==> config.mk <==
export PLATFORM = sky130hd
export DESIGN_NAME = bitplane_index_code_converter
export DESIGN_NICKNAME = d
export VERILOG_FILES = /design/src/hw/rtl/bicc_pkg.sv /design/src/hw/rtl/bicc_cfg_regs.sv /design/src/hw/rtl/bicc_convert.sv /design/src/hw/rtl/bitplane_index_code_converter.sv
export VERILOG_INCLUDE_DIRS = /design/src /design/src/hw/rtl
export SDC_FILE = /design/constraint.sdc
export NUM_CORES = 1
export LEC_CHECK = 0
export BUFFER_PORTS_ARGS = -buffer_cell sky130_fd_sc_hd__buf_2
export CORE_ASPECT_RATIO = 0.8
export CORE_MARGIN = 1.5
export CORE_UTILIZATION = 55
export DETAILED_ROUTE_END_ITERATION = 6
export PLACE_DENSITY = 0.88
export SLEW_MARGIN = 0
export SYNTH_ARGS = -nofsm -noshare
export SYNTH_HDL_FRONTEND = slang
export SYNTH_SLANG_ARGS = --single-unit
==> constraint.sdc <==
create_clock -name aclk -period 7.9 [get_ports aclk]
set_input_delay 0.395 -clock aclk [delete_from_list [all_inputs] [get_ports aclk]]
set_output_delay 0.395 -clock aclk [all_outputs]
set_load 0.01 [all_outputs]
==> src/hw/rtl/bitplane_index_code_converter_defines.svh <==
// ----------------------------------------------------------------------------
// bitplane_index_code_converter_defines.svh
// Assertion macros shared by the bitplane index/code converter.
// ----------------------------------------------------------------------------
`ifndef BITPLANE_INDEX_CODE_CONVERTER_DEFINES_SVH
`define BITPLANE_INDEX_CODE_CONVERTER_DEFINES_SVH

// Same-cycle implication, disabled during reset.
`define BICC_ASSERT_IMP(lbl, clk, rst_n, ante, cons) \
    lbl: assert property (@(posedge clk) disable iff (!(rst_n)) (ante) |-> (cons)) \
        else $error("bicc assertion failed");

// Next-cycle implication, disabled during reset.
`define BICC_ASSERT_NXT(lbl, clk, rst_n, ante, cons) \
    lbl: assert property (@(posedge clk) disable iff (!(rst_n)) (ante) |=> (cons)) \
        else $error("bicc assertion failed");

`endif

==> src/hw/rtl/bicc_pkg.sv <==
// ----------------------------------------------------------------------------
// bicc_pkg
// Types, codes and plane tables for the bitplane index/code converter.
// ----------------------------------------------------------------------------
package bicc_pkg;

    localparam int NUM_SLOTS = 12;
    localparam int CODE_W    = 32;
    localparam int INDEX_W   = 12;

    localparam logic [31:0] MASK_SINGLE = 32'h0000_3f3f;
    localparam logic [31:0] MASK_DISP_A = 32'h000f_00ff;
    localparam logic [31:0] MASK_DISP_B = 32'h0f00_ff00;

    localparam logic OP_ENCODE = 1'b0;
    localparam logic OP_DECODE = 1'b1;

    localparam logic REG_SIG_PLANES   = 1'b0;
    localparam logic REG_DISPLAY_MODE = 1'b1;

    typedef enum logic [1:0] {
        MODE_SINGLE  = 2'd0,
        MODE_DISP_A  = 2'd1,
        MODE_DISP_B  = 2'd2,
        MODE_INVALID = 2'd3
    } display_mode_t;

    typedef logic [4:0] plane_pos_t;

    // Candidate planes of each mode, in significance order.
    localparam plane_pos_t POS_SINGLE [NUM_SLOTS] = '{
        5'd0, 5'd8, 5'd1, 5'd9, 5'd2, 5'd10, 5'd3, 5'd11, 5'd4, 5'd12, 5'd5, 5'd13
    };
    localparam plane_pos_t POS_DISP_A [NUM_SLOTS] = '{
        5'd0, 5'd1, 5'd2, 5'd3, 5'd4, 5'd5, 5'd6, 5'd7, 5'd16, 5'd17, 5'd18, 5'd19
    };
    localparam plane_pos_t POS_DISP_B [NUM_SLOTS] = '{
        5'd8, 5'd9, 5'd10, 5'd11, 5'd12, 5'd13, 5'd14, 5'd15, 5'd24, 5'd25, 5'd26, 5'd27
    };

    typedef struct packed {
        logic [31:0]   sig_planes;
        display_mode_t display_mode;
    } cfg_t;

    typedef struct packed {
        logic [CODE_W-1:0]  plane_code;
        logic [INDEX_W-1:0] index;
        logic               error;
    } result_t;

endpackage

==> src/hw/rtl/bicc_cfg_regs.sv <==
// ----------------------------------------------------------------------------
// bicc_cfg_regs
// APB register file: significant planes mask and display mode.
// ----------------------------------------------------------------------------
module bicc_cfg_regs (
    input  logic           aclk,
    input  logic           aresetn,
    input  logic           psel,
    input  logic           penable,
    input  logic           pwrite,
    input  logic [2:0]     paddr,
    input  logic [31:0]    pwdata,
    output logic [31:0]    prdata,
    output logic           pready,
    output bicc_pkg::cfg_t cfg
);

    logic [31:0]             sig_planes_reg;
    bicc_pkg::display_mode_t display_mode_reg;
    logic                    wr_en;

    assign pready = 1'b1;
    assign wr_en  = psel && penable && pwrite;

    always_ff @(posedge aclk) begin
        if (!aresetn) begin
            sig_planes_reg   <= 32'hffff_ffff;
            display_mode_reg <= bicc_pkg::MODE_SINGLE;
        end else if (wr_en) begin
            case (paddr[2])
                bicc_pkg::REG_SIG_PLANES: begin
                    sig_planes_reg <= pwdata;
                end
                bicc_pkg::REG_DISPLAY_MODE: begin
                    display_mode_reg <= bicc_pkg::display_mode_t'(pwdata[1:0]);
                end
                default: begin
                end
            endcase
        end
    end

    always_comb begin
        case (paddr[2])
            bicc_pkg::REG_SIG_PLANES:   prdata = sig_planes_reg;
            bicc_pkg::REG_DISPLAY_MODE: prdata = {30'd0, display_mode_reg};
            default:                    prdata = 32'd0;
        endcase
    end

    assign cfg.sig_planes   = sig_planes_reg;
    assign cfg.display_mode = display_mode_reg;

endmodule

==> src/hw/rtl/bicc_convert.sv <==
// ----------------------------------------------------------------------------
// bicc_convert
// Combinational deposit/extract between a color index and a plane code.
// ----------------------------------------------------------------------------
module bicc_convert (
    input  logic                           operation,
    input  logic [bicc_pkg::INDEX_W-1:0]   color_index,
    input  logic [bicc_pkg::CODE_W-1:0]    plane_code_in,
    input  bicc_pkg::cfg_t                 cfg,
    output bicc_pkg::result_t              result
);

    bicc_pkg::plane_pos_t          pos  [bicc_pkg::NUM_SLOTS];
    logic [3:0]                    rank [bicc_pkg::NUM_SLOTS];
    logic [31:0]                   mode_mask;
    logic [31:0]                   eff_mask;
    logic [bicc_pkg::NUM_SLOTS-1:0] sel;
    logic [3:0]                    num_sel;
    logic                          mode_bad;
    logic                          too_big;
    logic [bicc_pkg::CODE_W-1:0]   code;
    logic [bicc_pkg::INDEX_W-1:0]  index;

    always_comb begin
        mode_bad = 1'b0;
        case (cfg.display_mode)
            bicc_pkg::MODE_SINGLE: begin
                mode_mask = bicc_pkg::MASK_SINGLE;
                pos       = bicc_pkg::POS_SINGLE;
            end
            bicc_pkg::MODE_DISP_A: begin
                mode_mask = bicc_pkg::MASK_DISP_A;
                pos       = bicc_pkg::POS_DISP_A;
            end
            bicc_pkg::MODE_DISP_B: begin
                mode_mask = bicc_pkg::MASK_DISP_B;
                pos       = bicc_pkg::POS_DISP_B;
            end
            default: begin
                mode_mask = 32'd0;
                pos       = bicc_pkg::POS_SINGLE;
                mode_bad  = 1'b1;
            end
        endcase
    end

    assign eff_mask = cfg.sig_planes & mode_mask;

    // Rank of each slot: number of selected slots ahead of it.
    always_comb begin
        for (int j = 0; j < bicc_pkg::NUM_SLOTS; j++) begin
            sel[j]  = eff_mask[pos[j]];
        end
        for (int j = 0; j < bicc_pkg::NUM_SLOTS; j++) begin
            rank[j] = 4'($countones(sel & ((bicc_pkg::NUM_SLOTS'(1) << j)
                                          - bicc_pkg::NUM_SLOTS'(1))));
        end
        num_sel = 4'($countones(sel));
    end

    always_comb begin
        code  = '0;
        index = '0;
        for (int j = 0; j < bicc_pkg::NUM_SLOTS; j++) begin
            if (sel[j]) begin
                code[pos[j]]   = color_index[rank[j]];
                index[rank[j]] = plane_code_in[pos[j]];
            end
        end
    end

    // Index too wide for the selected planes.
    assign too_big = (num_sel < 4'(bicc_pkg::INDEX_W)) && ((color_index >> num_sel) != '0);

    always_comb begin
        result.error      = mode_bad || ((operation == bicc_pkg::OP_ENCODE) && too_big);
        result.plane_code = (result.error || operation == bicc_pkg::OP_DECODE) ? '0 : code;
        result.index      = (result.error || operation == bicc_pkg::OP_ENCODE) ? '0 : index;
    end

endmodule

==> src/hw/rtl/bitplane_index_code_converter.sv <==
// ----------------------------------------------------------------------------
// bitplane_index_code_converter
// Converts a color index to a bitplane code and back, one item per cycle while m_tready is high.
// ----------------------------------------------------------------------------
//  channel   direction  payload
//  s_axis    in         tuser: operation; tdata: color_index, plane_code_in
//  m_axis    out        tuser: error; tdata: plane_code_out, index_out
//  apb       in/out     sig_planes at 0x0, display_mode at 0x4
//
//  An accepted item moves from the input register to the result register,
//  where its result becomes valid; one item per cycle is sustained while
//  m_tready stays high. Synchronous active-low reset clears both valid flags.
//  A stalled result holds; the input register still takes one more item.
// ----------------------------------------------------------------------------
`include "bitplane_index_code_converter_defines.svh"

module bitplane_index_code_converter (
    input  logic        aclk,
    input  logic        aresetn,
    input  logic        s_tvalid,
    output logic        s_tready,
    input  logic [47:0] s_tdata,   // color_index[11:0], plane_code_in[43:12], zero pad
    input  logic        s_tuser,   // operation
    output logic        m_tvalid,
    input  logic        m_tready,
    output logic [47:0] m_tdata,   // plane_code_out[31:0], index_out[43:32], zero pad
    output logic        m_tuser,   // error
    input  logic        psel,
    input  logic        penable,
    input  logic        pwrite,
    input  logic [2:0]  paddr,
    input  logic [31:0] pwdata,
    output logic [31:0] prdata,
    output logic        pready
);

    bicc_pkg::cfg_t    cfg;
    bicc_pkg::result_t conv_result;
    bicc_pkg::result_t result_reg;

    logic                          in_valid_reg;
    logic                          out_valid_reg;
    logic                          operation_reg;
    logic [bicc_pkg::INDEX_W-1:0]  color_index_reg;
    logic [bicc_pkg::CODE_W-1:0]   plane_code_in_reg;
    logic                          advance;
    logic                          in_take;

    bicc_cfg_regs u_cfg (
        .aclk    (aclk),
        .aresetn (aresetn),
        .psel    (psel),
        .penable (penable),
        .pwrite  (pwrite),
        .paddr   (paddr),
        .pwdata  (pwdata),
        .prdata  (prdata),
        .pready  (pready),
        .cfg     (cfg)
    );

    bicc_convert u_convert (
        .operation     (operation_reg),
        .color_index   (color_index_reg),
        .plane_code_in (plane_code_in_reg),
        .cfg           (cfg),
        .result        (conv_result)
    );

    // Move the input register into the result register when it is free.
    assign advance  = !out_valid_reg || m_tready;
    assign s_tready = !in_valid_reg || advance;
    assign in_take  = s_tvalid && s_tready;

    always_ff @(posedge aclk) begin
        if (!aresetn) begin
            in_valid_reg  <= 1'b0;
            out_valid_reg <= 1'b0;
        end else begin
            if (s_tready) begin
                in_valid_reg <= s_tvalid;
            end
            if (advance) begin
                out_valid_reg <= in_valid_reg;
            end
        end
    end

    always_ff @(posedge aclk) begin
        if (in_take) begin
            operation_reg     <= s_tuser;
            color_index_reg   <= s_tdata[11:0];
            plane_code_in_reg <= s_tdata[43:12];
        end
        if (advance && in_valid_reg) begin
            result_reg <= conv_result;
        end
    end

    assign m_tvalid = out_valid_reg;
    assign m_tdata  = {4'd0, result_reg.index, result_reg.plane_code};
    assign m_tuser  = result_reg.error;

    `BICC_ASSERT_IMP(a_err_zero, aclk, aresetn, m_tvalid && m_tuser, m_tdata == 48'd0)
    `BICC_ASSERT_IMP(a_one_field, aclk, aresetn,
                     m_tvalid && (m_tdata[31:0] != 32'd0), m_tdata[43:32] == 12'd0)
    `BICC_ASSERT_IMP(a_stall_full, aclk, aresetn, !s_tready,
                     in_valid_reg && out_valid_reg && !m_tready)
    `BICC_ASSERT_NXT(a_bad_mode, aclk, aresetn,
                     in_valid_reg && advance
                     && (cfg.display_mode == bicc_pkg::MODE_INVALID),
                     m_tvalid && m_tuser)

endmodule
Word-level counts from Yosys, hierarchy flattened. Cells that the tools add are included.

Bits in registers: 126. Output and inout bits: 84.

Add/subtract/negate cells: 20. Order comparisons: 47. Equal/unequal tests: 2. Shift operators: 1. Mux-type cells: 166. Bitwise operators: 4. Reduce and logical (&&, ||, !) cells: 41.

Operators by type and width (count): $mux W32 (12); $bwmux W32 (11); $bwmux W12 (11); $mux W12 (11); $bmux W1 S5 (24); $pmux W59 S2 (1); $pmux W28 S3 (1); $lt A5 B6 Y1 const B (11); $pmux W32 S2 (1); $mux W1 (61); $demux W1 S5 (12); $ge A5 B1 Y1 const B (12); $lt A4 B5 Y1 const B (10); $bmux W1 S4 (10); $demux W1 S4 (10); $ge A4 B1 Y1 const B (10); $add A4 B4 Y4 (9); $and A32 B28 Y32 (1); $and A32 B32 Y32 (1); $logic_and A1 B1 Y1 (29); $add A4 B1 Y4 (5); $add A1 B1 Y2 (6); $reduce_bool A12 Y1 (1); $shr A12 B4 Y12 (1); 13 further kinds (20).

Logic depth before layout (Yosys ltp).
Depth in word-level cells: 31. Mapped depth: 29.

Hierarchy. From an unflattened synthesis, not the netlist that was laid out.

Cells, all modules: 1127. Area total of the unflattened synthesis: 10796.6 um^2.

Modules (own cells, without submodules): bicc_convert (times used 1, cells an instance 837, area an instance 6173.4 um^2, sequential area each 0.0 um^2); bitplane_index_code_converter (times used 1, cells an instance 104, area an instance 2840.2 um^2, sequential area each 2742.6 um^2); bicc_cfg_regs (times used 1, cells an instance 186, area an instance 1783.0 um^2, sequential area each 680.7 um^2).

Least setup slack after synthesis. Ideal clock, no wire load.

Kind: reg2reg. Start: reg u_cfg.display_mode_reg[0]. End: reg result_reg, in the netlist m_tdata[10], data pin. Setup time: 0.157 ns. Arrival time: 6.207 ns. Path slack: 1.536 ns. Cell stages (with the launch flop): 30. Period minus slack after synthesis: 6.364 ns. Cell sequence: dfxtp_1 > inv_1 > ha_1 > buf_6 > buf_12 > buf_12 > buf_4 > nand2_1 > a211oi_1 > nor2_1 > inv_1 > ha_1 > ha_1 > ha_1 > clkbuf_1 > xor2_1 > ha_1 > inv_1 > fa_1 > clkbuf_1 > buf_1 > xor2_1 > ha_1 > o21ai_0 > a21oi_1 > a21oi_1 > or3_1 > or2_2 > clkbuf_1 > nor3_1.

Word-level cells in the longest chain between the ends: 30. Elaborated cells on any way between the ends: 165. Classes of those cells: 20 x add/sub; 25 x order compare; 2 x eq/ne; 1 x shift; 96 x mux; 2 x bitwise; 19 x reduce/logical.

RTL lines: start: declaration (RTL line bicc_cfg_regs.sv:19) `bicc_pkg::display_mode_t display_mode_reg;`; start signal: assignment (RTL line bicc_cfg_regs.sv:28) `display_mode_reg <= bicc_pkg::MODE_SINGLE;`; start signal: assignment (RTL line bicc_cfg_regs.sv:35) `display_mode_reg <= bicc_pkg::display_mode_t'(pwdata[1:0]);`; parallel branches: the longest is 30 deep, another holds $add A4 B4 Y4; end signal: assignment (RTL line bitplane_index_code_converter.sv:96) `result_reg <= conv_result;`; end: declaration (RTL line bitplane_index_code_converter.sv:39) `bicc_pkg::result_t result_reg;`.

Parallel ways; which one is timed is not known. The select of a mux whose other input is x is not followed. A chain may end at the register's enable or synchronous reset.

Final worst setup path.
Start: reg u_cfg.display_mode_reg[1]. End: reg result_reg, in the netlist m_tdata[0], data pin.

Same word-level chain as after synthesis.

==> summary.md <==
| Metric | Value |
|---|---|
| Slew at the pin with the worst max-slew slack | `about 1200 ps` |
| Layout Skew | `12.7 ps` |
| Gate count of the mapped netlist | `1,041` |
| Dominant synthesized flop cell | `edfxtp_1` |
| Asr flop ratio synth | `0` |
| Gr usage total | `0.347` |
| DR iter-0 viols | `1,191` |
| Final hold viol count | `0` |
| Max Buffers Root-to-Sink | `2` |
| Cell variety after synth | `~90` |
| Clock transition at path regs | `~60 ps` |
| Post-synthesis average cell area | `9.03 um2` |
| Slew HR | `0.166` |
| Worst skew pair latency | `between 400 and 500 ps` |
| Nets | `1,293` |
| Post-synth EDFFs | `just under 80` |
| Htree depth | `4` |
| Fin crit share | `0.856` |
| CP arrival | `6920 ps` |
| Top-level I/O count | `175` |
| Synthesized area | `9400 um2` |
| Hold Crit Depth | `1` |
| Wire length of the first global-routing pass | `between 40,000 and 50,000 um` |
| Die Area | `approximately 18,000 um2` |
| # Post-CTS Setup Buffers | `0` |
| CTS hold repair buffers | `0` |
| CP Capture Type | `flip-flop` |
| DRT Wirelength | `approximately 30,000 um` |
| PostCTS Resize Cnt | `0` |
| Tmin final | `6760 ps` |
| Die Ht | `120 um` |
| Synth Warn # | `0` |
| DRT antenna net count | `0` |
| Max FFs per register | `between 40 and 50` |
| Setup TNS | `0 ps` |
| WS Path Type | `reg2reg` |
| Routed length per instance | `about 22 um` |
| Chip Width | `around 150 um` |
| FMAX | `around 150 MHz` |
| Pwr per Cell Area | `420 nW/um2` |
| Initial Util | `0.564` |
| GR Overflow Total | `0` |
| Row count | `42` |
| Sequential area share after synthesis | `0.329` |
| Via count of the first global-routing pass | `about 8.5k` |
| Total power | `4570 uW` |
| RSZ-0062 raised after global routing | `no` |
| DRC | `0` |
| Worst vdd rail ir drop | `0.243 mV` |
| Pre-antenna DRT Iters | `6` |
| Max Cap Viol | `0` |
| Buffers on Ports | `152` |
| Pleak | `0.00445 uW` |
| Routed via count | `9,349` |
| ANT cells | `0` |
| Routed vias/inst | `6.70` |
| Layout cells sized above 1 | `0.241` |
| Num CTS Buffers | `17` |
| DP Wirelength | `22,600 um` |
| Initial antenna violation count | `0` |
| FF+latch count, synth | `115` |
| Final Max Slew Viols | `0` |
| Pin count of the biggest net entering global routing | `43` |
| Class of the worst hold path | `in2reg` |
| Worst-path fanout max | `29` |
| CTS tree | `done` |
| Final Wtd Congestion | `1.01` |
| FF-to-FF path depth | `21` |
| Worst Path Required | `8060 ps` |
| Status | `finished, final reports clean` |
| Core box area | `16,700 um2` |
| Startpoint Class | `flip-flop` |
| CTS root buffer | `clkbuf_16` |
| Syn-to-layout area delta | `15.7%` |
| Clock Sinks | `around 120` |
| Final setup fails | `0` |
-- where the power goes --
part	switching, uW	internal [uW]
combinational	1860	1110
clock	290	545
sequential	33.9	727
total	2180	2380
-- cells in the mapped netlist, types with 4 or more instances --
cell,instances,area [um2]
a221oi_1,6,52.6
nand3_1,61,305
mux2_2,11,124
nor2_1,71,267
o221ai_1,6,52.6
o211ai_1,9,67.6
nor3_1,22,110
nand4_1,12,75.1
inv_1,34,128
a31oi_1,11,68.8
clkbuf_1,48,180
nor2b_1,41,257
a21oi_1,45,225
o22a_1,4,35.0
a22o_1,5,43.8
or2_2,7,43.8
xnor2_1,4,35.0
a311oi_1,4,35.0
xor2_1,9,78.8
buf_1,4,15.0
a211oi_1,15,113
a22oi_1,18,135
mux4_2,28,631
nand2_1,144,541
fa_1,8,160
o22ai_1,11,68.8
ha_1,31,388
nor4_1,9,56.3
inv_2,4,15.0
buf_2,6,30.0
and2_1,14,87.6
mux2i_1,28,280
and3_1,29,181
buf_4,13,97.6
dfxtp_1,36,721
a21o_1,6,45.0
edfxtp_1,79,2370
o21ai_0,36,180
nand2b_1,16,100
a31o_2,5,43.8
-- cell type report --
cell class | instances | area, um2
Fill cell | 1352 | 5780
Clock inverter | 12 | 178
Multi-Input combinational cell | 820 | 5830
Inverter | 38 | 143
Sequential cell | 115 | 3090
Tap cell | 220 | 275
Timing Repair Buffer | 171 | 903
Clock buffer | 20 | 457
-- per-layer routing --
layer | routed length [um] | vias to the layer above | global-route usage
li1 | - | 4151 | -
met1 | 12300 | 4385 | 0.483
met2 | 12700 | 724 | 0.494
met3 | 4420 | 89 | 0.129
met4 | 852 | 0 | 0.123
met5 | 0 | - | 0
-- layout by cell type (no fill, tap or decap), types with 8 or more instances in the layout --
cell / synthesis / routed
buf_4: 13 / 19
fa_1: 8 / 8
ha_1: 31 / 30
nand2_1: 144 / 144
o211ai_1: 9 / 9
o21ai_0: 36 / 36
mux2_2: 11 / 11
nand3_1: 61 / 61
nor2_1: 71 / 70
nor2b_1: 41 / 40
conb_1: 2 / 9
nor3_1: 22 / 22
clkbuf_16: 0 / 17
nand4_1: 12 / 12
a21oi_1: 45 / 45
inv_1: 34 / 34
mux4_2: 28 / 28
a31oi_1: 11 / 11
xor2_1: 9 / 9
buf_2: 6 / 152
a211oi_1: 15 / 15
mux2i_1: 28 / 28
a22oi_1: 18 / 18
o22ai_1: 11 / 11
and2_1: 14 / 14
nand2b_1: 16 / 16
dfxtp_1: 36 / 36
and3_1: 29 / 29
edfxtp_1: 79 / 79
nor4_1: 9 / 8
-- per-stage QoR --
step	setup WS [ps]	utilization	instances	hold WS, ps	cell area (um2)
5_1_grt	778	0.653	1396	127	10900
4_1_cts	1330	0.653	1396	132	10900
3_5_place_dp	1350	0.615	1364	447	10200
2_1_floorplan	1540	-	1048	433	9430
6_report	1140	0.653	1396	137	10900
3_3_place_gp	1470	0.615	1364	441	10200
-- worst max-delay path, cell delays in order (launching register included) --
cell	delay, ps
dfxtp_1	430
inv_1	120
ha_2	750
mux2i_1	260
nor3_1	70
buf_4	180
nor2_1	340
inv_1	190
ha_1	310
ha_1	460
ha_1	270
a21o_1	150
ha_1	170
inv_1	70
fa_1	700
and2_1	380
a22oi_1	590
nor2b_1	130
a221oi_1	630
nor2_1	80
a31oi_1	160
nor2_1	70
-- path summary, 6_finish.rpt --
kind	slack, ps	to	start
worst max-delay path	1140	m_tdata[0]	u_cfg.display_mode_reg[1]
worst min-delay path	140	color_index_reg[5]	s_tdata[5]
worst max register to register	1140	m_tdata[0]	u_cfg.display_mode_reg[1]
worst min register to register	460	u_cfg.sig_planes_reg[23]	u_cfg.sig_planes_reg[23]
-- kinds of logic (layout without fill, tap and decap cells) --
logic type,after synthesis,after routing,share of synthesized area
multiplexers,72,72,0.122
buffers and inverters,113,241,0.0562
XOR/XNOR,15,15,0.0156
AO/OA/AOI/OAI,232,232,0.178
other,2,9,0.000799
flip-flops,115,115,0.329
AND/OR/NAND/NOR,453,453,0.241
adder cells (fa/ha/maj),39,39,0.0583
Power figures use the tool's default switching activity.
